==> src/hdl/assert_macros.svh <==
// assertion macros shared by the buffer cache rtl
// no dependencies; included by files that carry assertions
`ifndef ASSERT_MACROS_SVH
`define ASSERT_MACROS_SVH

// property checked on every rising clock edge outside reset
`define BBC_ASSERT(lbl, clk, rst, prop, msg) \
   lbl: assert property (@(posedge clk) disable iff (rst) prop) else $error(msg);

// property checked on every rising clock edge, reset included
`define BBC_ASSERT_ALWAYS(lbl, clk, prop, msg) \
   lbl: assert property (@(posedge clk) prop) else $error(msg);

`endif

==> src/hdl/bbc_pkg.sv <==
// shared types and constants for the block buffer cache tag store
// no dependencies; imported by bbc_cell and block_buffer_cache_lru
package bbc_pkg;

   // default number of buffers and width of a buffer index (covers up to 256)
   localparam int BBC_NUM_BUFFERS = 32;
   localparam int IDX_W           = 8;
   localparam int CNT_W           = 8;
   localparam int TICK_W          = 32;
   localparam int DEV_W           = 8;
   localparam int BLK_W           = 32;
   localparam int SLOT_W          = 5;

   localparam logic [CNT_W-1:0] COUNT_MAX = {CNT_W{1'b1}};

   typedef enum logic [1:0] {
      OP_GET     = 2'd0,
      OP_RELEASE = 2'd1,
      OP_PIN     = 2'd2,
      OP_UNPIN   = 2'd3
   } op_type;

   typedef enum logic [1:0] {
      STAT_OK     = 2'd0,
      STAT_NOFREE = 2'd1,
      STAT_UNDER  = 2'd2,
      STAT_OVER   = 2'd3
   } status_type;

   // request word
   typedef struct packed {
      logic [1:0]        opcode;
      logic [DEV_W-1:0]  device;
      logic [BLK_W-1:0]  block_number;
      logic [SLOT_W-1:0] buffer_slot;
      logic [TICK_W-1:0] now_tick;
   } req_word_type;

   // response word
   typedef struct packed {
      logic [1:0]        status;
      logic [SLOT_W-1:0] slot_out;
      logic              hit;
      logic              needs_fill;
   } rsp_word_type;

   // search word handed from cell to cell
   typedef struct packed {
      logic              valid;
      logic [DEV_W-1:0]  device;
      logic [BLK_W-1:0]  block_number;
      logic [SLOT_W-1:0] slot;
      logic              hit;
      logic [IDX_W-1:0]  hit_idx;
      logic [CNT_W-1:0]  hit_cnt;
      logic              hit_dv;
      logic              free;
      logic [IDX_W-1:0]  free_idx;
      logic [TICK_W-1:0] free_tick;
      logic [CNT_W-1:0]  slot_cnt;
   } scan_word_type;

   // update broadcast to all cells
   typedef struct packed {
      logic              en;
      logic [IDX_W-1:0]  idx;
      logic              retag;
      logic [DEV_W-1:0]  device;
      logic [BLK_W-1:0]  block_number;
      logic              cnt_we;
      logic [CNT_W-1:0]  cnt;
      logic              stamp;
      logic [TICK_W-1:0] tick;
      logic              set_dv;
   } commit_type;

endpackage

==> src/hdl/bbc_cell.sv <==
// one buffer of the tag store: holds its tag, count, tick and valid bit
// uses bbc_pkg; chained by block_buffer_cache_lru
module bbc_cell import bbc_pkg::*; #(
   parameter int IDX = 0
) (
   input  logic          clock,
   input  logic          reset,
   input  scan_word_type word_in,
   input  commit_type    commit,
   output scan_word_type word_out
);

   localparam logic [IDX_W-1:0] MY_IDX = IDX_W'(IDX);

   logic              tag_used_ff;
   logic [DEV_W-1:0]  device_tag_ff;
   logic [BLK_W-1:0]  block_tag_ff;
   logic [CNT_W-1:0]  count_ff;
   logic [TICK_W-1:0] tick_ff;
   logic              dv_ff;
   scan_word_type     word_in_c;
   scan_word_type     word_ff;
   logic              match;
   logic              better;
   logic              mine;

   // tag compare and oldest free buffer compare for the passing word
   assign match  = tag_used_ff && (device_tag_ff == word_in.device)
                   && (block_tag_ff == word_in.block_number);
   assign better = (count_ff == '0) && (!word_in.free || (tick_ff < word_in.free_tick));
   assign mine   = commit.en && (commit.idx == MY_IDX);

   // fold this buffer into the search word
   always_comb begin
      word_in_c = word_in;
      if (match && !word_in.hit) begin
         word_in_c.hit     = 1'b1;
         word_in_c.hit_idx = MY_IDX;
         word_in_c.hit_cnt = count_ff;
         word_in_c.hit_dv  = dv_ff;
      end
      if (better) begin
         word_in_c.free      = 1'b1;
         word_in_c.free_idx  = MY_IDX;
         word_in_c.free_tick = tick_ff;
      end
      if (IDX_W'(word_in.slot) == MY_IDX) begin
         word_in_c.slot_cnt = count_ff;
      end
   end

   // hand the word to the next cell
   always_ff @(posedge clock) begin
      if (reset) begin
         word_ff.valid <= 1'b0;
      end else begin
         word_ff <= word_in_c;
      end
   end

   assign word_out = word_ff;

   // buffer control state
   always_ff @(posedge clock) begin
      if (reset) begin
         tag_used_ff <= 1'b0;
         count_ff    <= '0;
         tick_ff     <= '0;
         dv_ff       <= 1'b0;
      end else if (mine) begin
         if (commit.retag) begin
            tag_used_ff <= 1'b1;
         end
         if (commit.cnt_we) begin
            count_ff <= commit.cnt;
         end
         if (commit.stamp) begin
            tick_ff <= commit.tick;
         end
         if (commit.set_dv) begin
            dv_ff <= 1'b1;
         end
      end
   end

   // tag payload, meaningful only while tag_used is set
   always_ff @(posedge clock) begin
      if (mine && commit.retag) begin
         device_tag_ff <= commit.device;
         block_tag_ff  <= commit.block_number;
      end
   end

endmodule
==> config.mk <==
export PLATFORM = sky130hd
export DESIGN_NAME = bbc_cell
export DESIGN_NICKNAME = d
export VERILOG_FILES = /design/src/hdl/assert_macros.svh /design/src/hdl/bbc_pkg.sv /design/src/hdl/bbc_cell.sv
export SDC_FILE = /design/constraint.sdc
export NUM_CORES = 1
export LEC_CHECK = 0
export BUFFER_PORTS_ARGS = -buffer_cell sky130_fd_sc_hd__buf_2
export CAP_MARGIN = 40
export CELL_PAD_IN_SITES_DETAIL_PLACEMENT = 1
export CELL_PAD_IN_SITES_GLOBAL_PLACEMENT = 2
export CORE_ASPECT_RATIO = 0.75
export CORE_MARGIN = 2
export CORE_UTILIZATION = 33
export DETAILED_ROUTE_END_ITERATION = 8
export PLACE_DENSITY = 0.93
export RECOVER_POWER = 100
export REMOVE_ABC_BUFFERS = 1
export SYNTH_ARGS = -nofsm -noshare
export SYNTH_HDL_FRONTEND = slang
export SYNTH_SLANG_ARGS = --single-unit
==> constraint.sdc <==
create_clock -name clock -period 9.4 [get_ports clock]
set_input_delay 0.47 -clock clock [delete_from_list [all_inputs] [get_ports clock]]
set_output_delay 0.47 -clock clock [all_outputs]
set_load 0.03 [all_outputs]
**Word-level counts from Yosys, hierarchy flattened**

Cells that the tools add are included.

- Word-level logic and storage cells: 40
- Bits of input ports: 208
- Register bits after elaboration: 195

- Eq/ne operators: 2
- $lt $le $gt $ge: 1
- Reductions and logical operators: 16
- Mux-type cells: 3

Operators with widths:

| operator | count |
|---|---|
| == test 32 bit | 1 |
| < comparator 32 bit | 1 |
| two-way mux 32 bit | 1 |
| zero test 8 bit | 2 |
| two-way mux 9 bit | 1 |
| == test 8 bit | 1 |
| two-way mux 8 bit | 1 |
| AND reduction 2 bit | 4 |
| logical AND 1 bit | 6 |
| zero test 5 bit | 1 |
| zero test 1 bit | 2 |
| logical OR 1 bit | 1 |

**Longest topological paths before layout**

Gate-level depths: netlist of the first run.

- Depth after elaboration: 5
- Mapped depth: 9
- Mapped depth without buffers: 8

**Worst setup path after synthesis of the first run**

OpenSTA, ideal clock, no wires.

- Kind: input to register
- Start point: in reset
- End point: reg word_ff, in the netlist word_out[0], enable pin
- Stages: 2
- Arrival time: 2809 ps
- Library setup time: 466 ps
- Path slack: 6125 ps
- Path buffers: 1
- Path through: clkbuf_1 inv_1

RTL lines:

| element | RTL line | source |
|---|---|---|
| from (decl) | bbc_cell.sv:7 | `input logic reset,` |
| to (signal assigned) | bbc_cell.sv:57 | `word_ff <= word_in_c;` |
| to (decl) | bbc_cell.sv:22 | `scan_word_type word_ff;` |

No word-level cell between the ends.

**Worst setup path after layout of the first run**

- Start point: in reset
- End point: reg word_ff, in the netlist word_out[3], enable pin

No word-level cell between the ends.

==> results of run 1 <==
-- sequential cells by signal (all words and copies together) (netlist names) --
| signal | count |
|---|---|
| tick_ff | 32 |
| count_ff | 8 |
| device_tag_ff | 8 |
| block_tag_ff | 32 |
| word_out | 113 |
| dv_ff | 1 |
| tag_used_ff | 1 |
-- cells in the mapped netlist, types with 2 or more instances --
library cell	instances	area share
a221oi_1	6	0.0065
nand2_1	84	0.039
edfxtp_1	152	0.56
clkbuf_1	11	0.0051
xnor2_1	3	0.0032
nor2b_1	10	0.0077
mux2_1	30	0.042
nor2_1	5	0.0023
mux2_2	18	0.025
and2_2	8	0.0074
o21ai_1	2	0.0012
buf_2	3	0.0019
buf_6	4	0.0056
dfxtp_1	43	0.11
nand3_1	10	0.0062
xor2_1	30	0.032
nand4_1	6	0.0046
o21ai_0	2	0.0012
o22ai_1	2	0.0015
or4_1	3	0.0028
inv_1	41	0.019
nor4_1	11	0.0085
a21oi_1	48	0.030
and2_1	2	0.0015
ha_1	31	0.048
a21o_1	5	0.0046
-- cell usage in the layout, fill, tap and decap left out, types with 2 or more instances in the layout --
master and n:
inv_1 40, bufinv_16 2, mux2_1 31, clkbuf_1 164, buf_4 2, inv_6 3, a21oi_1 48, clkinvlp_4 2
nand4_1 6, nand3_1 10, o22ai_1 2, and2_2 8, mux2_2 18, or4_1 3, o21ai_0 3, clkinv_8 2
buf_2 162, clkbuf_16 17, nor2b_1 10, nand2_1 84, dfxtp_1 43, a211oi_1 2, xnor2_1 3, inv_8 5
ha_1 31, edfxtp_1 152, nor4_1 11, nor2_1 5, diode_2 2, a221oi_1 7, xor2_1 30, a21o_1 5
-- worst register-to-register path, delay by kind of cell, from the launching register on --
family | cells | cell delay (ns)
AO/OA/AOI/OAI | 5 | 2.43
buffers and inverters | 1 | 1.42
multiplexers | 1 | 0.47
flip-flops | 1 | 0.33
adder cells (fa/ha/maj) | 1 | 0.29
-- final timing paths --
| path | start | to | depth (start not counted) |
|---|---|---|---|
| worst max-delay path | reset | word_out[3]$_DFFE_PN_ | 4 |
| worst min-delay path | commit[73] | block_tag_ff[30]$_DFFE_PP_ | 1 |
| worst max register to register | tick_ff[2]$_SDFFE_PP0P_ | word_out[37]$_DFFE_PN_ | 8 |
| worst min register to register | dv_ff$_SDFFE_PP0P_ | dv_ff$_SDFFE_PP0P_ | 2 |
-- stage by stage --
stage	utilization	hold WS [ns]	area (um2)
2_1_floorplan	-	0.433	7960
3_3_place_gp	0.417	0.450	10000
3_5_place_dp	0.419	0.459	10100
4_1_cts	0.444	0.174	10700
5_1_grt	0.433	0.173	10400
6_report	0.433	0.202	10400
-- metal layers --
metal	up-vias	wire, um
met5	-	0
met4	0	432
met3	31	1490
li1	2787	-
met1	2884	10600
met2	175	12100
-- logic make-up (layout without fill, tap and decap cells) --
kind of cell,Yosys count,in the layout,share of synthesized area
multiplexers,49,49,0.0687
AND/OR/NAND/NOR,145,145,0.0853
buffers and inverters,61,401,0.0343
adder cells (fa/ha/maj),31,31,0.0480
flip-flops,195,195,0.671
XOR/XNOR,33,33,0.0357
other,0,2,0
AO/OA/AOI/OAI,74,74,0.0571
-- layout make-up --
class	count	area (um2)	share of cell area
antenna	2	5.00	0.000480
clock buffer	17	425	0.0408
clock inverter	15	194	0.0186
inverter	41	155	0.0149
multi-input combinational	332	2360	0.226
sequential	195	5430	0.521
tap	331	414	0.0398
timing repair buffer	328	1440	0.138
-- where the power goes --
group	total, W	internal [W]	switching (W)
Combinational	0.000180	0.0000541	0.000126
Sequential	0.000972	0.000962	0.00000976
Clock	0.000772	0.000408	0.000364
==> flow_metrics.py, run 1 <==
metrics = {
    "run_status": {
        "status": "finished with violations",
        "failed_checks": "max-capacitance violations, max-slew violations",
    },
    "critical_path": {
        "r2r_setup_slack_ns": 4.21,
        "crit_family": "buffers and inverters",
        "worstPathArrival_ns": 6.09,
        "path_buf_inv": 4,
        "end_kind": "flip-flop",
        "path_max_fanout": 62,
        "startpoint_type": "input pin",
        "crit_path_max_incr_delay_ns": 2.79,
        "crit_path_top_delay_cell": "clkinvlp_2",
        "crit_chain": "buf_2 -> clkbuf_1 -> clkinvlp_2 -> buf_4",
        "path_class": "input pin to flip-flop",
        "cp.required_ns": 9.47,
    },
    "sta": {
        "grt_setup_unrepaired": "false",
        "skew_ns": 0.0135,
        "tns_ns": 0,
        "final.min_clock_period_ns": 6.02,
        "finalCritPeriodShare": 0.641,
        "max_freq_mhz": 166,
        "postLayoutSetupSlackWorst_ns": 3.38,
        "max-slew-margin-rel": -0.547,
        "finalHoldViolations": 0,
        "setup_viol": 0,
        "worstMarginPinSlew_ns": 2.31,
        "maxSlewViolCount": 207,
    },
    "clock_network": {
        "holdBufCountCts": 0,
        "clock-root-buffer": "clkbuf_16",
        "cts_setup_buffers": 0,
        "clkTransAtPathRegs_ns": 0.08,
        "numCtsBuffers": 17,
        "clock_latency_ns": 0.44,
        "ctsResizeCount": 0,
        "htree_levels": 4,
        "clock-sinks": 195,
        "cts_tree": "done",
        "clk_path_buf_depth": 2,
    },
    "detailed_routing": {
        "post_drt_wl_per_cell_um": 19.5,
        "drc": 0,
        "dr.pass1.iters": 4,
        "num_vias": 5877,
        "drt_iter0_drc": 286,
        "routed_wirelength_mm": 24.6,
        "vias_per_cell": 4.66,
        "ant_nets": 0,
    },
    "grt": {
        "grt-busiest-layer": "met2",
        "overflow": 0,
        "grt_use_met3": 0.0542,
        "grt_pass1_wl_mm": 36.7,
        "use_met1": 0.245,
        "grt.met2_usage": 0.315,
        "grtUsageTotal": 0.192,
        "grt_pass1_vias": 6310,
        "antenna_found_initial": 2,
        "grt_max_degree": 63,
    },
    "die": {
        "dieWidth_um": 185,
        "num_rows": 49,
        "core_um2": 24000,
        "floorplan.initialDensity": 0.336,
        "die_area_um2": 25800,
        "ios": 321,
        "dieHeight_um": 140,
    },
    "power_and_ir_drop": {
        "p_per_area_nw_per_um2": 185,
        "leakage_nw": 4.15,
        "totalPowerFinal_w": 0.00192,
        "ir_worst_vdd_mv": 0.130,
    },
    "layout": {
        "fillers": 2738,
        "drive_gt1_frac": 0.239,
        "fin_cells": 1261,
        "final_nets": 1154,
        "area_growth_pct": 28.8,
    },
    "min_path": {
        "hp-class": "input pin to flip-flop",
    },
    "placed_design": {
        "place_hpwl_mm": 18.8,
        "dp.cells": 1227,
        "gp_congestion": 0.816,
        "place_ws_ns": 5.59,
        "numPortBuffers": 320,
    },
    "yosys": {
        "ys_async_sr_fraction": 0,
        "yosysSeqAreaShare": 0.671,
        "syn_inst": 588,
        "netlist_area_um2": 8090,
        "ys_ff_latch": 195,
        "syn_avg_cell_area_um2": 13.8,
        "synthFlopType": "edfxtp_1",
        "synth_edf_count": 152,
        "synth.distinct_cells": 44,
        "synth_warnings": 0,
    },
    "run": {
        "max-cap-violations": 5,
    },
}
(Power assumes the default switching activity.)
==> inputs of run 2 (changes only) <==
- CORE_UTILIZATION: 33 -> 28
- PLACE_DENSITY: 0.93 -> 0.85
- clock period: 9.4 -> 5.1 ns (I/O delays scaled with it)
==> run 2 against run 1 <==
  * The run still ends with max-capacitance violations, max-slew violations left
  * First-iteration DRC count shrank 8.0%
  * Clock power grew 74%
  * Critical path type unchanged
  * Critical path depth shrank 1
  * Non-clock buffer count grew 62
  * Sequential power grew 84%
  * Final cell count grew 9.4%
  * Sequential cell count is the same
  * Routed wire length grew 5.2%
  * Critical endpoint is now word_out[90]$_DFFE_PN_
  * Clock skew shrank 0.0026 ns
  * Largest cell class unchanged
==> flow_metrics.py, run 2 (synthesized netlist as in run 1, its figures left out) <==
metrics = {
    "run_status": {
        "status": "finished with violations",
        "failed_checks": "max-capacitance violations, max-slew violations",
    },
    "sta": {
        "max_freq_mhz": 266,
        "maxSlewViolCount": 217,
        "setup_viol": 0,
        "tns_ns": 0,
        "max-slew-margin-rel": -1.62,
        "skew_ns": 0.0109,
        "final.min_clock_period_ns": 3.76,
        "finalHoldViolations": 0,
        "finalCritPeriodShare": 0.737,
        "grt_setup_unrepaired": "false",
        "worstMarginPinSlew_ns": 3.93,
    },
    "clock_network": {
        "htree_levels": 4,
        "cts_setup_buffers": 0,
        "ctsResizeCount": 0,
        "clk_path_buf_depth": 2,
        "cts_tree": "done",
        "clock_latency_ns": 0.44,
        "clock-root-buffer": "clkbuf_16",
        "holdBufCountCts": 55,
        "numCtsBuffers": 17,
        "clkTransAtPathRegs_ns": 0.08,
        "clock-sinks": 195,
    },
    "die": {
        "core_um2": 28200,
        "floorplan.initialDensity": 0.287,
        "die_area_um2": 30300,
        "ios": 321,
        "dieHeight_um": 151,
        "dieWidth_um": 200,
        "num_rows": 53,
    },
    "detailed_routing": {
        "routed_wirelength_mm": 25.9,
        "dr_wl_met2_mm": 12.8,
        "met1_length_mm": 11.3,
        "post_drt_wl_per_cell_um": 18.8,
        "dr_wl_met3_mm": 1.31,
        "routed.top_layer": "met4",
        "vias_per_cell": 4.41,
        "drt_iter0_drc": 263,
        "num_vias": 6086,
        "drc": 0,
        "dr.pass1.iters": 5,
        "ant_nets": 0,
    },
    "layout": {
        "stdcell_area_um2": 11100,
        "final_nets": 1216,
        "largest_reg_flops": 113,
        "area_growth_pct": 36.8,
        "final_cell_mix": "clkbuf_1, buf_2, edfxtp_1, nand2_1, dlygate4sd3_1",
        "fillers": 3208,
        "drive_gt1_frac": 0.221,
        "final_common_cell": "clkbuf_1",
    },
    "grt": {
        "grtUsageTotal": 0.165,
        "grt_pass1_vias": 6486,
        "antenna_found_initial": 3,
        "grt_max_degree": 68,
        "grt_pass1_wl_mm": 37.6,
        "overflow": 0,
    },
    "critical_path": {
        "path_class": "input pin to flip-flop",
        "path_max_fanout": 67,
        "r2r_setup_slack_ns": 1.42,
        "worstPathArrival_ns": 3.70,
        "startpoint_type": "input pin",
        "end_kind": "flip-flop",
        "cp.required_ns": 5.05,
    },
    "power_and_ir_drop": {
        "p_per_area_nw_per_um2": 317,
        "leakage_nw": 4.37,
        "ir_worst_vdd_mv": 0.214,
    },
    "placed_design": {
        "dpl_cell_area_um2": 10200,
        "numPortBuffers": 320,
        "gp_congestion": 0.778,
        "place_hpwl_mm": 19.2,
    },
    "min_path": {
        "hp-class": "input pin to flip-flop",
    },
    "run": {
        "max-cap-violations": 5,
    },
}
run 2: worst paths after layout:
check | cells after the start | endpoint | from
max | 3 | word_out[90]$_DFFE_PN_ | reset
min | 2 | word_out[112]$_SDFF_PP0_ | word_in[112]
max reg2reg | 8 | word_out[27]$_DFFE_PN_ | tick_ff[8]$_SDFFE_PP0P_
min reg2reg | 2 | tick_ff[0]$_SDFFE_PP0P_ | tick_ff[0]$_SDFFE_PP0P_
run 2: worst max-delay path: stages:
cell	delay, ns
clkbuf_1	0.10
clkinvlp_2	0.48
clkbuf_1	2.79
run 2: power breakdown:
part	internal (W)	switching, W	leakage [nW]
Combinational	0.000129	0.000246	2.27
Sequential	0.00178	0.0000189	1.82
Clock	0.000655	0.000681	0.276
run 2: through the flow:
step	hold slack [ns]	util	setup WS [ns]	power [W]	instances
detailed placement	0.433	0.361	2.04	0.00219	1283
CTS	0.000407	0.400	2.11	0.00357	1370
global placement	0.432	0.359	2.03	0.00217	1280
floorplan	0.324	-	1.95	0.00200	568
finish	0.0307	0.393	1.34	0.00351	1379
global route	0.0340	0.392	1.04	0.00364	1377
run 2: layer usage:
layer / vias to the layer above / global-route usage
li1: 2904 / -
met1: 2970 / 0.215
met2: 188 / 0.275
met3: 24 / 0.0402
met4: 0 / 0.0507
met5: - / 0
run 2: layout make-up:
| type | instances | area [um2] | share of cell area |
|---|---|---|---|
| Sequential cell | 195 | 5430 | 0.490 |
| Multi-Input combinational cell | 332 | 2380 | 0.215 |
| Timing Repair Buffer | 390 | 2040 | 0.184 |
| Tap cell | 385 | 482 | 0.0435 |
| Clock buffer | 18 | 429 | 0.0388 |
| Inverter | 41 | 155 | 0.0140 |
| Clock inverter | 14 | 141 | 0.0128 |
| Antenna cell | 4 | 10.0 | 0.000905 |
